## config.mk

```make
export PLATFORM = sky130hd
export DESIGN_NAME = radix_number_to_ascii_unit
export DESIGN_NICKNAME = d
export VERILOG_FILES = /design/src/hw/rtl/rnta_pkg.sv /design/src/hw/rtl/radix_number_to_ascii_unit.sv /design/src/hw/rtl/rnta_ctrl.sv /design/src/hw/rtl/rnta_datapath.sv
export SDC_FILE = /design/constraint.sdc
export NUM_CORES = 1
export LEC_CHECK = 0
export ABC_AREA = 1
export BUFFER_PORTS_ARGS = -buffer_cell sky130_fd_sc_hd__buf_2
export CORE_UTILIZATION = 35
export CTS_BUF_LIST = sky130_fd_sc_hd__clkbuf_8
export DETAILED_ROUTE_END_ITERATION = 10
export HOLD_SLACK_MARGIN = 0.1
export REMOVE_ABC_BUFFERS = 1
export SLEW_MARGIN = 40
export SYNTH_ARGS = -nofsm -noshare
export SYNTH_HDL_FRONTEND = slang
export SYNTH_SLANG_ARGS = --single-unit
```

## constraint.sdc

```tcl
create_clock -name clk -period 2.8 [get_ports clk]
set_input_delay 0.14 -clock clk [delete_from_list [all_inputs] [get_ports clk]]
set_output_delay 0.14 -clock clk [all_outputs]
set_load 0.05 [all_outputs]
```

## src/hw/rtl/rnta_pkg.sv

```systemverilog
// Shared types, constants and control structs for the radix number to ASCII unit.
package rnta_pkg;

    localparam int VALUE_WIDTH_DEFAULT = 32;
    localparam int CHAR_W              = 7;
    localparam int DIGIT_W             = 4;
    localparam int RADIX_W             = 5;

    localparam logic [RADIX_W-1:0] RADIX_MIN = 5'd2;
    localparam logic [RADIX_W-1:0] RADIX_MAX = 5'd16;

    localparam logic [CHAR_W-1:0] ERROR_CHAR = 7'd0;

    // Lower-case ASCII for each digit value.
    localparam logic [CHAR_W-1:0] DIGIT_CHARS [16] = '{
        7'h30, 7'h31, 7'h32, 7'h33, 7'h34, 7'h35, 7'h36, 7'h37,
        7'h38, 7'h39, 7'h61, 7'h62, 7'h63, 7'h64, 7'h65, 7'h66
    };

    typedef struct packed {
        logic [31:0]        value;
        logic [RADIX_W-1:0] radix;
    } item_t;

    typedef struct packed {
        logic [CHAR_W-1:0] digit_char;
        logic              last;
        logic              error;
    } digit_t;

    typedef struct packed {
        logic start;
        logic div_start;
        logic div_step;
        logic push;
        logic pop;
        logic out_digit;
        logic out_error;
    } cmd_t;

    typedef struct packed {
        logic radix_ok;
        logic step_last;
        logic quot_zero;
        logic count_zero;
    } status_t;

endpackage

```

## src/hw/rtl/radix_number_to_ascii_unit.sv

```systemverilog
// Radix conversion unit: an unsigned value and a radix in, one ASCII digit
// per outgoing transaction, most significant digit first, with last marking
// the final digit. A radix outside 2 to 16 gives a single transaction with
// error and last set and a zero character. The quotient is produced by one
// shared bit-serial divider at one quotient bit per cycle; each remainder is
// pushed on the digit stack and the digits are popped from it in reverse order.
// Only the low VALUE_WIDTH bits of value are converted. One item is worked on
// at a time; the next is taken once its final digit sits in the output register.
module radix_number_to_ascii_unit
    import rnta_pkg::*;
#(
    parameter int VALUE_WIDTH = VALUE_WIDTH_DEFAULT
)
(
    input  logic   clk,
    input  logic   rst_n,
    input  logic   item_valid,
    output logic   item_stall,
    input  item_t  item,
    output logic   digit_valid,
    input  logic   digit_stall,
    output digit_t digit
);

    cmd_t    cmd;
    status_t status;

    rnta_ctrl u_ctrl (
        .clk         (clk),
        .rst_n       (rst_n),
        .item_valid  (item_valid),
        .item_stall  (item_stall),
        .digit_valid (digit_valid),
        .digit_stall (digit_stall),
        .status      (status),
        .cmd         (cmd)
    );

    rnta_datapath #(
        .VALUE_WIDTH (VALUE_WIDTH)
    ) u_datapath (
        .clk    (clk),
        .rst_n  (rst_n),
        .item   (item),
        .cmd    (cmd),
        .status (status),
        .digit  (digit)
    );

endmodule

```

## src/hw/rtl/rnta_ctrl.sv

```systemverilog
// Sequencing state machine for the radix conversion: divide, stack and emit phases.
module rnta_ctrl
    import rnta_pkg::*;
(
    input  logic    clk,
    input  logic    rst_n,
    input  logic    item_valid,
    output logic    item_stall,
    output logic    digit_valid,
    input  logic    digit_stall,
    input  status_t status,
    output cmd_t    cmd
);

    typedef enum logic [2:0] {
        ST_IDLE,
        ST_DIV,
        ST_PUSH,
        ST_POP,
        ST_EMIT,
        ST_ERR
    } state_t;

    state_t state_reg, state_next;
    logic   out_valid_reg, out_valid_next;
    logic   out_free;

    assign item_stall  = (state_reg != ST_IDLE);
    assign digit_valid = out_valid_reg;

    // The output register may be reloaded once its transaction completes.
    assign out_free = !out_valid_reg || !digit_stall;

    always_comb
    begin
        state_next     = state_reg;
        out_valid_next = out_valid_reg && digit_stall;
        cmd            = '0;
        unique case (state_reg)
            ST_IDLE:
            begin
                if (item_valid)
                begin
                    if (status.radix_ok)
                    begin
                        cmd.start  = 1'b1;
                        state_next = ST_DIV;
                    end
                    else
                    begin
                        state_next = ST_ERR;
                    end
                end
            end
            ST_DIV:
            begin
                cmd.div_step = 1'b1;
                if (status.step_last)
                begin
                    state_next = ST_PUSH;
                end
            end
            ST_PUSH:
            begin
                cmd.push = 1'b1;
                if (status.quot_zero)
                begin
                    state_next = ST_POP;
                end
                else
                begin
                    cmd.div_start = 1'b1;
                    state_next    = ST_DIV;
                end
            end
            ST_POP:
            begin
                cmd.pop    = 1'b1;
                state_next = ST_EMIT;
            end
            ST_EMIT:
            begin
                if (out_free)
                begin
                    cmd.out_digit  = 1'b1;
                    out_valid_next = 1'b1;
                    state_next     = status.count_zero ? ST_IDLE : ST_POP;
                end
            end
            ST_ERR:
            begin
                if (out_free)
                begin
                    cmd.out_error  = 1'b1;
                    out_valid_next = 1'b1;
                    state_next     = ST_IDLE;
                end
            end
            default:
            begin
                state_next = ST_IDLE;
            end
        endcase
    end

    always_ff @(posedge clk or negedge rst_n)
    begin
        if (!rst_n)
        begin
            state_reg     <= ST_IDLE;
            out_valid_reg <= 1'b0;
        end
        else
        begin
            state_reg     <= state_next;
            out_valid_reg <= out_valid_next;
        end
    end

endmodule

```

## src/hw/rtl/rnta_datapath.sv

```systemverilog
// Bit-serial divider, digit stack memory and output register of the radix conversion.
module rnta_datapath
    import rnta_pkg::*;
#(
    parameter int VALUE_WIDTH = VALUE_WIDTH_DEFAULT
)
(
    input  logic    clk,
    input  logic    rst_n,
    input  item_t   item,
    input  cmd_t    cmd,
    output status_t status,
    output digit_t  digit
);

    localparam int AW = $clog2(VALUE_WIDTH);
    localparam int CW = $clog2(VALUE_WIDTH + 1);

    logic [DIGIT_W-1:0]     stack_mem [VALUE_WIDTH];

    logic [VALUE_WIDTH-1:0] div_reg, div_next;
    logic [DIGIT_W-1:0]     rem_reg, rem_next;
    logic [RADIX_W-1:0]     radix_reg, radix_next;
    logic [AW-1:0]          bit_cnt_reg, bit_cnt_next;
    logic [CW-1:0]          count_reg, count_next;
    logic [CW-1:0]          count_dec;
    logic [DIGIT_W-1:0]     rd_data_reg;
    digit_t                 out_reg;

    logic [RADIX_W-1:0]     rem_sh;
    logic [RADIX_W-1:0]     rem_diff;
    logic                   rem_ge;

    // One restoring-division step: bring down the next dividend bit.
    assign rem_sh    = {rem_reg, div_reg[VALUE_WIDTH-1]};
    assign rem_ge    = (rem_sh >= radix_reg);
    assign rem_diff  = rem_sh - radix_reg;
    assign count_dec = count_reg - 1'b1;

    assign status.radix_ok   = (item.radix >= RADIX_MIN) && (item.radix <= RADIX_MAX);
    assign status.step_last  = (bit_cnt_reg == AW'(VALUE_WIDTH - 1));
    assign status.quot_zero  = (div_reg == '0);
    assign status.count_zero = (count_reg == '0);

    assign digit = out_reg;

    always_comb
    begin
        div_next     = div_reg;
        rem_next     = rem_reg;
        radix_next   = radix_reg;
        bit_cnt_next = bit_cnt_reg;
        count_next   = count_reg;

        if (cmd.start)
        begin
            div_next     = VALUE_WIDTH'(item.value);
            radix_next   = item.radix;
            rem_next     = '0;
            bit_cnt_next = '0;
            count_next   = '0;
        end
        if (cmd.div_step)
        begin
            div_next     = {div_reg[VALUE_WIDTH-2:0], rem_ge};
            rem_next     = rem_ge ? rem_diff[DIGIT_W-1:0] : rem_sh[DIGIT_W-1:0];
            bit_cnt_next = bit_cnt_reg + 1'b1;
        end
        if (cmd.div_start)
        begin
            rem_next     = '0;
            bit_cnt_next = '0;
        end
        if (cmd.push)
        begin
            count_next = count_reg + 1'b1;
        end
        if (cmd.pop)
        begin
            count_next = count_dec;
        end
    end

    always_ff @(posedge clk or negedge rst_n)
    begin
        if (!rst_n)
        begin
            bit_cnt_reg <= '0;
            count_reg   <= '0;
        end
        else
        begin
            bit_cnt_reg <= bit_cnt_next;
            count_reg   <= count_next;
        end
    end

    always_ff @(posedge clk)
    begin
        div_reg   <= div_next;
        rem_reg   <= rem_next;
        radix_reg <= radix_next;
    end

    // Digit stack: pushed at the count, popped one below it.
    always_ff @(posedge clk)
    begin
        if (cmd.push)
        begin
            stack_mem[count_reg[AW-1:0]] <= rem_reg;
        end
        if (cmd.pop)
        begin
            rd_data_reg <= stack_mem[count_dec[AW-1:0]];
        end
    end

    always_ff @(posedge clk)
    begin
        if (cmd.out_digit)
        begin
            out_reg.digit_char <= DIGIT_CHARS[rd_data_reg];
            out_reg.last       <= status.count_zero;
            out_reg.error      <= 1'b0;
        end
        else if (cmd.out_error)
        begin
            out_reg.digit_char <= ERROR_CHAR;
            out_reg.last       <= 1'b1;
            out_reg.error      <= 1'b1;
        end
    end

endmodule

```

======== Word level (Yosys, flattened, before mapping) ========
Memories as Yosys holds them, arrays and structs flattened. A register that Yosys moved wholly into a read port is not among the register bits.
Index checks and enable logic that the tools add are counted.
storage, ports and cells
  bits in writable memories ............... 128
  register bits after elaboration ......... 65
  memory bits (read-only) ................. 112
  input port bits ......................... 41
  logic and storage cells ................. 84
  memories ................................ 2
  output and inout port bits .............. 11
operators by class
  muxes and demuxes ....................... 38
  eq/ne operators ......................... 10
  $lt $le $gt $ge ......................... 4
  bitwise operators ....................... 1
  $add $sub $neg .......................... 4
  reductions and logical operators ........ 15
memory list
  name                  depth  width  read ports  clocked after memory_dff  write ports  line                  text
  u_datapath.stack_mem  32     4      1           1                         1            rnta_datapath.sv:19   logic [DIGIT_W-1:0] stack_mem [VALUE_WIDTH];
  (name not given)      16     7      1           0                         0            rnta_datapath.sv:122  out_reg.digit_char <= DIGIT_CHARS[rd_data_reg];
operators by type and width
  kind                                                                count
  2-to-1 mux 32 bit                                                   2
  logical NOT 32 bit                                                  1
  2-to-1 mux 6 bit                                                    3
  2-to-1 mux 9 bit                                                    2
  case mux 3 bit (6 select lines)                                     1
  2-to-1 mux 1 bit                                                    15
  2-to-1 mux 3 bit                                                    5
  2-to-1 mux 5 bit                                                    3
  2-to-1 mux 7 bit                                                    2
  2-to-1 mux 4 bit                                                    3
  nonzero test 3 bit                                                  3
  adder 6 x 1 -> 6 bit (second input constant)                        1
  == test 3 x 2 -> 1 bit (second input constant)                      2
  == test 3 bit (second input constant)                               2
  logical NOT 6 bit                                                   1
  subtractor 6 x 1 -> 6 bit (second input constant)                   1
  adder 5 x 1 -> 5 bit (second input constant)                        1
  == test 5 bit (second input constant)                               1
  greater-or-equal comparator 5 x 2 -> 1 bit (second input constant)  1
  greater-or-equal comparator 5 bit                                   1
  greater-or-equal comparator 5 bit (second input constant)           1
  less-or-equal comparator 5 bit (second input constant)              1
  NOT 4 -> 5 bit                                                      1
  2-to-1 mux 2 bit                                                    2
  other kinds (11)                                                    16

======== Logic depth before layout (Yosys ltp) ========
  depth in word-level cells ............... 8
  gate-level depth with buffers ........... 14
  gate-level depth less buffers ........... 11

======== Cells and area by module ========
A second synthesis with hierarchy kept.
unflattened totals
  cell total of the unflattened synthesis .. 840
  area total of the unflattened synthesis .. 8,797.2 µm²
modules (own cells, without submodules)
  module         times used  area each (µm²)  seq. area each (µm²)  cells an instance
  rnta_datapath  1           8,485.6          5,690.5               792
  rnta_ctrl      1           311.5            100.1                 48

======== Least setup slack after synthesis ========
OpenSTA, ideal clock, no wires.
  kind .................................... register to register
  start point ............................. register u_ctrl.state_reg[0]
  end point ............................... register u_datapath.bit_cnt_reg[0]
  arrival time ............................ 2.365 ns
  library setup time ...................... 0.120 ns
  setup slack ............................. 0.316 ns
  stages on the path, launching flop included .. 9
  buffers on the path ..................... 0
  cells stage by stage .................... dfrtp_1 > nor2_1 > nand2_1 > nor2_1 > nand3_1 > nand2_1 > inv_1 > nand3_1 > nand2_1
on the way
  word-level cells in the longest chain between the ends .. 4
  elaborated cells between the ends (all ways) .. 9
  classes of those cells .................. 2 x eq/ne; 5 x mux; 2 x reduce/logical
RTL lines
  what                      line                 text
  start: declaration        rnta_ctrl.sv:24      state_t state_reg, state_next;
  start signal: assignment  rnta_ctrl.sv:115     state_reg <= state_next;
  == test 3 x 1 -> 1 bit    rnta_ctrl.sv:39      unique case (state_reg)
  2-to-1 mux 1 bit          rnta_ctrl.sv:39
  2-to-1 mux 5 bit          rnta_datapath.sv:63  if (cmd.div_step)
  2-to-1 mux 5 bit          rnta_datapath.sv:69  if (cmd.div_start)
  end signal: assignment    rnta_datapath.sv:93  bit_cnt_reg <= bit_cnt_next;
  end: declaration          rnta_datapath.sv:24  logic [AW-1:0] bit_cnt_reg, bit_cnt_next;
Parallel ways exist; a longest one is shown, timed or not.
A chain may end at the register's enable or synchronous reset.

======== Final worst setup path ========
  start point ............................. register u_ctrl.state_reg[2]
  end point ............................... memory u_datapath.stack_mem[22][0] (enable)
on the way
  word-level cells in the longest chain between the ends .. 4
RTL lines
  what                                    line                  text
  == test 3 x 2 -> 1 bit                  rnta_ctrl.sv:39
  2-to-1 mux 1 bit                        rnta_ctrl.sv:39
  2-to-1 mux 1 bit                        rnta_datapath.sv:108  if (cmd.push)
  2-to-1 mux 1 bit (not written as such)  rnta_datapath.sv:110  stack_mem[count_reg[AW-1:0]] <= rem_reg;
  end: declaration                        rnta_datapath.sv:19
Every way passes these cells.

==> flow_metrics.tcl <==
set metrics [dict create \
    critPathMaxStageDelay_ps 440 \
    rows 58 \
    die_w_um 164.1 \
    vias_per_cell 4.698 \
    dp_hpwl_um 13720 \
    fin_crit_sh 0.7932 \
    syn_inst 989 \
    clkSlewWorstSetupHoldPaths_ps 110 \
    cts_max_level 4 \
    antenna_found_initial 0 \
    pre_cts_ws_ps 589.0 \
    design_area_um2 10680 \
    cp.arrival_ps 2360 \
    finalSetupViolCount 0 \
    p_leak_nw 4.707 \
    final-seq-area_um2 5792 \
    synth-seq-area-share 0.6300 \
    tritoncts "yes" \
    post_cts_buffers 0 \
    ant_nets 0 \
    place.gp.congestion 0.8153 \
    first_pass_iters 5 \
    tightest_slew_ps 716.2 \
    rsz0062_at_grt "false" \
    irDropWorstVdd_v 0.0004618 \
    power_density_nw_per_um2 1034 \
    cp-start-kind "flip-flop" \
    largest_reg_flops 128 \
    nNetsFinal 1139 \
    n_antenna_cell 0 \
    grt_overflow 0 \
    setup_ws_ps 579.0 \
    worstSkewPairLatency_ps 490 \
    grt-busiest-layer "met2" \
    cp.required_ps 2940 \
    global_route.usage.met1 0.2105 \
    relSlewSlack 0.5208 \
    die_h_um 164.1 \
    ios 52 \
    fmax_mhz 450.2 \
    whs_ps 381.6 \
    wl_per_cell_um 14.55 \
    layout_common_cells "nand2_1, edfxtp_1, inv_1" \
    r2r_cells 5 \
    place_area_um2 9839 \
    synthToLayoutAreaGrowth_pct 16.16 \
    grt_pass1_vias 6528 \
    cts_buffers 17 \
    numPortBuffers 51 \
    die_area_um2 26910 \
    period_needed_ps 2221 \
    multi_input_area_um2 2728 \
    worst-path-stages 5 \
    grt_max_degree 58 \
    cap_violations 0 \
    end_kind "flip-flop" \
    finalPower_mw 11.04 \
    timing.critical_path.mode_cell "nand2_1" \
    crit_buf_inv 1 \
    path_delay_family "simple AND/OR/NAND/NOR gates" \
    vias 6699 \
    postCtsHoldBufs 42 \
    netlist_area_um2 9191 \
    root_buffer "clkbuf_8" \
    fill_cells 2497 \
    whs_path_depth 2 \
    hold_viol 0 \
    cts.repair.resized 0 \
    initial_core_util 0.3608 \
    grt_pass1_wl_um 33250 \
    grtUsageMet3 0.02727 \
    drc 0 \
    hp-class "primary input to flip-flop" \
    final_common_cell "nand2_1" \
    crit_chain "inv_1 > nand2_1 > nor2_2 > nand2_1 > nor2_1" \
    layout-drive-gt1-share 0.09763 \
    cts_buffer_depth 2 \
    avgSynthCellArea_um2 9.294 \
    use_met2 0.2799 \
    wl_um 20750 \
    tns_ps 0 \
    slew_violations 0 \
    clock_sinks 197 \
    grt.total_usage 0.1639 \
    synth_cell_types 31 \
    slowest_stage "nand2_1" \
    core_area_um2 25470 \
    path_max_fanout 10 \
    finClkSkew_ps 24.31 \
    synth_seq_cells 197 \
    critPathKind "flip-flop to flip-flop" \
    first_iter_violations 548 \
    synth_warnings 0 \
    status "completed" \
]
-- worst register-to-register path, cell delays in order, from the launching register on --
cell,delay [ps]
dfrtp_1,400
inv_1,120
nand2_1,150
nor2_2,340
nand2_1,440
nor2_1,430
-- per-layer routing --
metal | vias to the layer above | part of all wire
met5 | - | 0
met4 | 0 | 0.014
met3 | 20 | 0.043
met2 | 161 | 0.48
met1 | 3147 | 0.46
li1 | 3371 | -
-- synthesized netlist by cell type (all sizes together) --
| cell type | instances | share of area |
|---|---|---|
| a21oi | 12 | 0.0065 |
| ha | 14 | 0.019 |
| nor3 | 4 | 0.0022 |
| nand4 | 1 | 0.00068 |
| xnor2 | 2 | 0.0019 |
| nand3b | 2 | 0.0016 |
| nor2 | 93 | 0.038 |
| nand2 | 344 | 0.14 |
| dfrtp | 15 | 0.041 |
| o21a | 1 | 0.00082 |
| fa | 1 | 0.0022 |
| or2 | 3 | 0.0020 |
| xor2 | 1 | 0.0018 |
| a32oi | 1 | 0.00095 |
| dfxtp | 5 | 0.011 |
| a22oi | 1 | 0.00082 |
| a21o | 1 | 0.00082 |
| buf | 20 | 0.011 |
| o22ai | 1 | 0.00068 |
| a211oi | 3 | 0.0025 |
| nand3 | 119 | 0.065 |
| inv | 139 | 0.057 |
| o21ai | 15 | 0.0082 |
| edfxtp | 177 | 0.58 |
| clkbuf | 14 | 0.0057 |
-- worst paths after layout --
check | startpoint | endpoint | slack (ps)
setup / recovery | u_ctrl.state_reg[2] | u_datapath.stack_mem[22][0] | 580
hold reg to reg | u_datapath.digit[0] | u_datapath.digit[0] | 460
min in group asynchronous | rst_n | u_datapath.count_reg[2] | 560
max in group asynchronous | rst_n | u_datapath.count_reg[3] | 1120
hold / removal | item[2] | u_datapath.radix_reg[2] | 380
setup reg to reg | u_ctrl.state_reg[2] | u_datapath.stack_mem[22][0] | 580
-- area by class of cell --
| cell class | instances | share of cell area |
|---|---|---|
| Sequential cell | 197 | 0.5425 |
| Multi-Input combinational cell | 619 | 0.2555 |
| Timing Repair Buffer | 109 | 0.07571 |
| Tap cell | 330 | 0.03867 |
| Clock inverter | 15 | 0.01688 |
| Clock buffer | 17 | 0.02191 |
| Inverter | 139 | 0.04887 |
-- power by group --
group | total, mW | internal (mW) | switching, mW
logic | 4.79 | 1.42 | 3.37
clock network | 1.89 | 0.761 | 1.13
registers | 4.36 | 4.07 | 0.288
total | 11.0 | 6.25 | 4.79
-- kinds of logic (layout without fill, tap and decap cells) --
family	count (synthesis)	in the layout	synth area share
xor+xnor	3	3	0.003676
compound gates	35	35	0.02124
simple gates	566	566	0.2503
buf+inv	173	280	0.07351
flops	197	197	0.6300
fa+ha+maj	15	15	0.02124
-- per-stage QoR --
stage / utilization / instances
6_report: 0.4191 / 1426
5_1_grt: 0.4191 / 1426
4_1_cts: 0.4190 / 1426
3_5_place_dp: 0.3863 / 1352
3_3_place_gp: 0.3863 / 1352
2_1_floorplan: - / 955
Power figures use the tool's default switching activity.
